==> config.mk <==
export PLATFORM = sky130hd
export DESIGN_NAME = modular_exponentiation_top
export DESIGN_NICKNAME = d
export VERILOG_FILES = /design/src/rtl/mme_pkg.sv /design/src/rtl/mme_mulmod.sv /design/src/rtl/modular_exponentiation_top.sv
export SDC_FILE = /design/constraint.sdc
export NUM_CORES = 2
export LEC_CHECK = 0
export BUFFER_PORTS_ARGS = -buffer_cell sky130_fd_sc_hd__buf_4
export CAP_MARGIN = 5
export CORE_ASPECT_RATIO = 1.75
export CORE_UTILIZATION = 45
export DETAILED_ROUTE_END_ITERATION = 10
export PLACE_DENSITY = 0.71
export SYNTH_ARGS = -nofsm -noshare
export SYNTH_HDL_FRONTEND = slang
export SYNTH_SLANG_ARGS = --single-unit
==> constraint.sdc <==
create_clock -name clk -period 9.1 [get_ports clk]
set_clock_uncertainty 0.2 [all_clocks]
set_input_delay 0.455 -clock clk [delete_from_list [all_inputs] [get_ports clk]]
set_output_delay 0.455 -clock clk [all_outputs]
set_load 0.05 [all_outputs]
==> src/rtl/mme_pkg.sv <==
// Shared constants for the modular exponentiation block.
package mme_pkg;

	localparam int unsigned EXP_BITS = 32;

	localparam int unsigned MOD_W = 30;

	localparam logic [MOD_W-1:0] MODULUS = 30'd998244353;

	// Twice the modulus, for the final correction of a Barrett remainder
	localparam logic [31:0] MODULUS_X2 = 32'd1996488706;

	// Barrett factor floor(2^60 / modulus), fits in 31 bits
	localparam logic [30:0] BARRETT_MU = 31'(64'h1000_0000_0000_0000 / 64'd998244353);

endpackage

==> src/rtl/mme_mulmod.sv <==
// Modular multiplier: one shared 32x32 multiplier with Barrett reduction over the phases BARRETT, REDUCE, SUB and FIX.
module mme_mulmod (
	input  logic                      clk,
	input  logic                      arst_n,
	input  logic                      start,
	input  logic [mme_pkg::MOD_W-1:0] a,
	input  logic [mme_pkg::MOD_W-1:0] b,
	output logic                      done,
	output logic [mme_pkg::MOD_W-1:0] result
);
	import mme_pkg::*;

	typedef enum logic [2:0] {
		MM_IDLE,
		MM_BARRETT,
		MM_REDUCE,
		MM_SUB,
		MM_FIX
	} mm_state_t;

	mm_state_t         state_q;
	logic [63:0]       mul_q;
	logic [31:0]       p_lo_q;
	logic [31:0]       rem_q;
	logic              done_q;
	logic [MOD_W-1:0]  result_q;

	logic [31:0]       op_a;
	logic [31:0]       op_b;
	logic [63:0]       product;
	logic [31:0]       rem_fixed;

	// Select operands of the shared multiplier by phase
	always_comb begin
		op_a = '0;
		op_b = '0;
		unique case (state_q)
			MM_IDLE: begin
				op_a = {2'b00, a};
				op_b = {2'b00, b};
			end
			MM_BARRETT: begin
				op_a = {1'b0, mul_q[59:29]};
				op_b = {1'b0, BARRETT_MU};
			end
			MM_REDUCE: begin
				op_a = {1'b0, mul_q[61:31]};
				op_b = {2'b00, MODULUS};
			end
			default: begin
				op_a = '0;
				op_b = '0;
			end
		endcase
	end

	assign product = op_a * op_b;

	// Barrett quotient is short by at most two
	always_comb begin
		if (rem_q >= MODULUS_X2) begin
			rem_fixed = rem_q - MODULUS_X2;
		end else if (rem_q >= {2'b00, MODULUS}) begin
			rem_fixed = rem_q - {2'b00, MODULUS};
		end else begin
			rem_fixed = rem_q;
		end
	end

	always_ff @(posedge clk or negedge arst_n) begin
		if (!arst_n) begin
			state_q  <= MM_IDLE;
			mul_q    <= '0;
			p_lo_q   <= '0;
			rem_q    <= '0;
			done_q   <= 1'b0;
			result_q <= '0;
		end else begin
			done_q <= 1'b0;
			unique case (state_q)
				MM_IDLE: begin
					if (start) begin
						mul_q   <= product;
						state_q <= MM_BARRETT;
					end
				end
				MM_BARRETT: begin
					p_lo_q  <= mul_q[31:0];
					mul_q   <= product;
					state_q <= MM_REDUCE;
				end
				MM_REDUCE: begin
					mul_q   <= product;
					state_q <= MM_SUB;
				end
				MM_SUB: begin
					// true remainder stays below 2^32, so low words suffice
					rem_q   <= p_lo_q - mul_q[31:0];
					state_q <= MM_FIX;
				end
				MM_FIX: begin
					result_q <= rem_fixed[MOD_W-1:0];
					done_q   <= 1'b1;
					state_q  <= MM_IDLE;
				end
				default: begin
					state_q <= MM_IDLE;
				end
			endcase
		end
	end

	assign done   = done_q;
	assign result = result_q;

endmodule

==> src/rtl/modular_exponentiation_top.sv <==
// Top level: base^exponent mod 998244353 by right-to-left square-and-multiply.
//
//   channel | dir | handshake           | payload
//   s       | in  | s_tvalid/s_tready   | s_tdata: base[29:0], exponent[61:30]
//   m       | out | m_tvalid/m_tready   | m_tdata: power[29:0]
//
// Every modular product runs on the single shared multiplier in mme_mulmod, one at a
// time, and the square after the top set bit is skipped.
// s_tready is high only while the sequencer is idle; a result waiting on m does not
// block the next transaction unless it is still held when the next result is ready.
// Reset is asynchronous, active low, and leaves the block idle with no result pending.
module modular_exponentiation_top (
	input  logic        clk,
	input  logic        arst_n,
	input  logic        s_tvalid,
	output logic        s_tready,
	input  logic [63:0] s_tdata,   // base[29:0], exponent[61:30], zero[63:62]
	output logic        m_tvalid,
	input  logic        m_tready,
	output logic [31:0] m_tdata    // power[29:0], zero[31:30]
);
	import mme_pkg::*;

	typedef enum logic [2:0] {
		ST_IDLE,
		ST_STEP,
		ST_WACC,
		ST_WSQ,
		ST_FINISH
	} state_t;

	state_t              state_q;
	logic [MOD_W-1:0]    acc_q;
	logic [MOD_W-1:0]    sq_q;
	logic [EXP_BITS-1:0] exp_q;
	logic                start_q;
	logic [MOD_W-1:0]    op_a_q;
	logic [MOD_W-1:0]    op_b_q;
	logic                m_tvalid_q;
	logic [MOD_W-1:0]    power_q;

	logic [MOD_W-1:0]    base_in;
	logic [31:0]         exponent_in;
	logic [MOD_W-1:0]    base_red;
	logic                mm_done;
	logic [MOD_W-1:0]    mm_result;
	logic                out_free;

	assign base_in     = s_tdata[29:0];
	assign exponent_in = s_tdata[61:30];
	// base is below twice the modulus, one subtract reduces it
	assign base_red    = (base_in >= MODULUS) ? (base_in - MODULUS) : base_in;
	assign out_free    = !m_tvalid_q || m_tready;

	mme_mulmod u_mulmod (
		.clk    (clk),
		.arst_n (arst_n),
		.start  (start_q),
		.a      (op_a_q),
		.b      (op_b_q),
		.done   (mm_done),
		.result (mm_result)
	);

	always_ff @(posedge clk or negedge arst_n) begin
		if (!arst_n) begin
			state_q    <= ST_IDLE;
			acc_q      <= '0;
			sq_q       <= '0;
			exp_q      <= '0;
			start_q    <= 1'b0;
			op_a_q     <= '0;
			op_b_q     <= '0;
			m_tvalid_q <= 1'b0;
			power_q    <= '0;
		end else begin
			start_q <= 1'b0;
			if (m_tvalid_q && m_tready) begin
				m_tvalid_q <= 1'b0;
			end
			unique case (state_q)
				ST_IDLE: begin
					if (s_tvalid) begin
						sq_q    <= base_red;
						acc_q   <= MOD_W'(1);
						exp_q   <= EXP_BITS'(exponent_in);
						state_q <= ST_STEP;
					end
				end
				ST_STEP: begin
					if (exp_q == '0) begin
						state_q <= ST_FINISH;
					end else if (exp_q[0]) begin
						start_q <= 1'b1;
						op_a_q  <= acc_q;
						op_b_q  <= sq_q;
						state_q <= ST_WACC;
					end else begin
						start_q <= 1'b1;
						op_a_q  <= sq_q;
						op_b_q  <= sq_q;
						state_q <= ST_WSQ;
					end
				end
				ST_WACC: begin
					if (mm_done) begin
						acc_q <= mm_result;
						// skip the square after the top set bit
						if ((exp_q >> 1) == '0) begin
							state_q <= ST_FINISH;
						end else begin
							start_q <= 1'b1;
							op_a_q  <= sq_q;
							op_b_q  <= sq_q;
							state_q <= ST_WSQ;
						end
					end
				end
				ST_WSQ: begin
					if (mm_done) begin
						sq_q    <= mm_result;
						exp_q   <= exp_q >> 1;
						state_q <= ST_STEP;
					end
				end
				ST_FINISH: begin
					// hold until the output register is free
					if (out_free) begin
						power_q    <= acc_q;
						m_tvalid_q <= 1'b1;
						state_q    <= ST_IDLE;
					end
				end
				default: begin
					state_q <= ST_IDLE;
				end
			endcase
		end
	end

	assign s_tready = (state_q == ST_IDLE);
	assign m_tvalid = m_tvalid_q;
	assign m_tdata  = {2'b00, power_q};

`ifndef SYNTHESIS
	a_done_when_waiting: assert property (@(posedge clk) disable iff (!arst_n)
		mm_done |-> (state_q == ST_WACC || state_q == ST_WSQ))
		else $error("multiplier finished with no product outstanding");

	a_operands_reduced: assert property (@(posedge clk) disable iff (!arst_n)
		(state_q != ST_IDLE) |-> (acc_q < MODULUS && sq_q < MODULUS))
		else $error("running values not reduced below the modulus");

	a_no_start_overlap: assert property (@(posedge clk) disable iff (!arst_n)
		start_q |=> !start_q ##1 !start_q ##1 !start_q ##1 !start_q)
		else $error("product started while multiplier busy");

	a_output_reduced: assert property (@(posedge clk) disable iff (!arst_n)
		m_tvalid |-> (m_tdata < {2'b00, MODULUS}))
		else $error("result not below the modulus");
`endif

endmodule

==> run_results.csv <==
group,metric,value,unit
sta,setup_violations,0,
setup_path,setup.worst_path.start_class,"register",
place,dp_hpwl,136.4,mm
logic_synthesis,ys_seq_area_share,18.12,%
hold_path,hold_class,"in2reg",
grt,grt_pass1_wl,251.9,mm
route,wl,168.0,mm
logic_synthesis,syn_area_per_cell,8.877,um2
cts,clk_latency,600,ps
logic_synthesis,synth_seq_cells,347,
logic_synthesis,ys_types,78,
sta,worst_pin_slew,1178,ps
route,vias,39620,
die,die_height,433.6,um
cts,clk_path_buf_depth,3,
route,drc,0,
sta,hold_viol_final,0,
die,start_util,45.30,%
route,firstDrtPassIters,6,
sta,slew_viol_final,0,
grt,overflow,0,
route,drtIter0Drc,2807,
die,core,105800,um2
cts,clock-root-buffer,"clkbuf_16",
cts,htreeDepth,1,
sta,min_period,8903,ps
cells_and_area,fin_util,50.82,%
job,cap_viol_max_count,0,
setup_path,slowest_stage,"fa_1",
die,num_rows,158,
cells_and_area,nNetsFinal,6791,
logic_synthesis,synth_edf_count,0,
die,ios,102,
die,die_area,107800,um2
logic_synthesis,ys_async_sr_fraction,100.0,%
setup_path,crit_path_max_fanout,19,
logic_synthesis,syn-instance-count,5397,
setup_path,arrival,9170,ps
route,wl_per_cell,24.07,um
setup_path,crit_path_end_kind,"register",
sta,rsz0062_at_grt,"yes",
route,drtAntennaViolNets,0,
place,portBuffers,97,
sta,fin_crit_sh,97.83,%
run_status,status,"finished clean",
grt,grt_usage,31.75,%
sta,max_freq,112.3,MHz
cts,cts_buffers,29,
grt,grt_pass1_vias,42160,
logic_synthesis,synth_area,47910,um2
setup_path,crit_top_cell,"fa_1",
cts,cts_tree,"yes",
cells_and_area,instances_no_fill,6978,
cts,clk_transition_reported_paths,80,ps
grt,grt_max_degree,150,
setup_path,cp_top_family,"adder cells",
place,gp_congestion,1.075,
cells_and_area,drive_gt1_share,11.17,%
logic_synthesis,ys.flop_type,"dfrtp_1",
cts,cts_sinks,347,
cells_and_area,syn2layout_area_growth,12.20,%
cells_and_area,n_fill_cell,9660,
setup_path,critPathBufInv,9,
setup_path,critical-path-max-stage-delay,590,ps
route,viasPerCell,5.678,
setup_path,critPathRequiredTime,9370,ps
sta,slew_headroom,20.92,%
place,place_inst,6866,
setup_path,crit_type,"reg2reg",
die,die_x,248.7,um
logic_synthesis,yosysWarnings,0,
grt,antenna_found_initial,7,
==> logic make-up after synthesis <==
group / count (synthesis) / share of synthesized area [%]
other: 2 / 0.01568
xor gates and xnor gates: 131 / 2.395
adders and majority gates: 1131 / 42.67
buffers and inverters: 1171 / 9.203
and+or+nand+nor: 1815 / 16.05
DFF: 347 / 18.12
muxes: 153 / 3.432
AOI/OAI and AO/OA: 647 / 8.114
==> cells in the final DEF, fill, tap and decap left out, drive strengths merged, types with 6 or more instances in the layout <==
cell         Yosys  final
mux2            90     90
a21oi          164    164
and3            56     56
conb             2     16
a31oi           48     48
dfrtp          347    347
o211ai           9      9
nand2b          46     46
o31a             6      6
a21o            64     64
xnor2           79     79
fa             838    838
nor4            18     18
or3              7      7
mux2i           63     63
o21a            20     20
clkbuf         286     40
or4              6      6
a31o             6      6
xor2            52     52
inv            849    852
a211oi          12     12
and2            23     23
o21ai          248    248
or2             10     10
nor3            33     33
nand3           77     77
clkinv           1      7
nor2b           46     46
o31ai           13     13
nand2          834    834
nor2           606    606
nand4           36     36
o21bai          17     17
dlygate4sd3      0     53
ha             293    293
buf             35    417
==> worst min-delay path: stages <==
cell and delay [ps]:
buf_4 100, xnor2_1 130, o21ai_0 70
==> worst paths after layout <==
| path | from | to | slack [ps] | cells after the start |
|---|---|---|---|---|
| setup / recovery | u_mulmod.state_q[0] | u_mulmod.mul_q[50] | 200 | 31 |
| hold / removal | s_tdata[12] | sq_q[12] | 10 | 3 |
| setup reg to reg | u_mulmod.state_q[0] | u_mulmod.mul_q[50] | 200 | 31 |
| hold reg to reg | acc_q[29] | acc_q[29] | 310 | 2 |
| max in group asynchronous | arst_n | u_mulmod.p_lo_q[8] | 6620 | 3 |
| min in group asynchronous | arst_n | u_mulmod.mul_q[49] | 400 | 2 |
==> what timing repair did <==
item	CTS	global route
buffers inserted	0	1
gates resized for setup	2	38
hold buffers	53	0
pin swaps	0	1
gates cloned	0	1
endpoints found under the setup margin	4	22
hold endpoints to repair	168	0
==> area by class of cell <==
type                    instances  area [um2]  area share (%)
clock buffers                  39       793.3           1.476
repair buffers                471        4173           7.763
flip-flops and latches        347        8686           16.16
diodes                          5       12.51         0.02328
multi-input cells            3893       35050           65.20
clock inverters                13       148.9          0.2770
inverters                     850        3191           5.936
well taps                    1360        1702           3.166
==> state kept, by name, summed over array words and instances (netlist names) <==
signal and cells:
m_tvalid 1, exp_q 32, u_mulmod.done 1, u_mulmod.rem_q 32
sq_q 30, op_a_q 30, u_mulmod.result 30, u_mulmod.state_q 3
u_mulmod.mul_q 62, acc_q 30, power_q 30, start_q 1
u_mulmod.p_lo_q 32, state_q 3, op_b_q 30
==> per-stage QoR <==
step	worst slack [ps]	cell area, um2	TNS [ps]	hold WS (ps)
final	197.4	53750	0	11.69
after global routing	-25.66	53750	-63.26	13.15
after CTS	3.382	53590	0	8.152
after detailed placement	-94.76	52120	-189.3	288.9
after global placement	-71.30	52120	-126.7	288.1
after floorplan	341.9	47960	0	-40.59
==> synth_stat cells (22+ instances only) <==
cell type,number,area share (%)
a21o_1,64,1.0
a21oi_1,163,1.7
a31oi_1,47,0.61
and2_1,22,0.29
and3_1,56,0.73
buf_1,28,0.22
clkbuf_1,286,2.2
dfrtp_1,347,18
fa_1,838,35
ha_1,293,7.7
inv_1,849,6.7
mux2_2,89,2.1
mux2i_1,63,1.3
nand2_1,834,6.5
nand2b_1,46,0.60
nand3_1,77,0.80
nand4_1,36,0.47
nor2_1,605,4.7
nor2b_1,46,0.60
nor3_1,33,0.34
o21ai_0,193,2.0
o21ai_1,54,0.56
xnor2_1,79,1.4
xor2_1,52,0.95
==> routing by layer <==
metal / up-vias / track usage [%] / part of all wire, %
li1: 17090 / - / -
met1: 19990 / 31.92 / 32
met2: 1840 / 55.59 / 50
met3: 702 / 4.217 / 6.1
met4: 2 / 32.45 / 12
met5: - / 0 / 0.0077
Power is not shown: default switching activity piles up to over one toggle a cycle in this logic, so the estimate is an artifact.
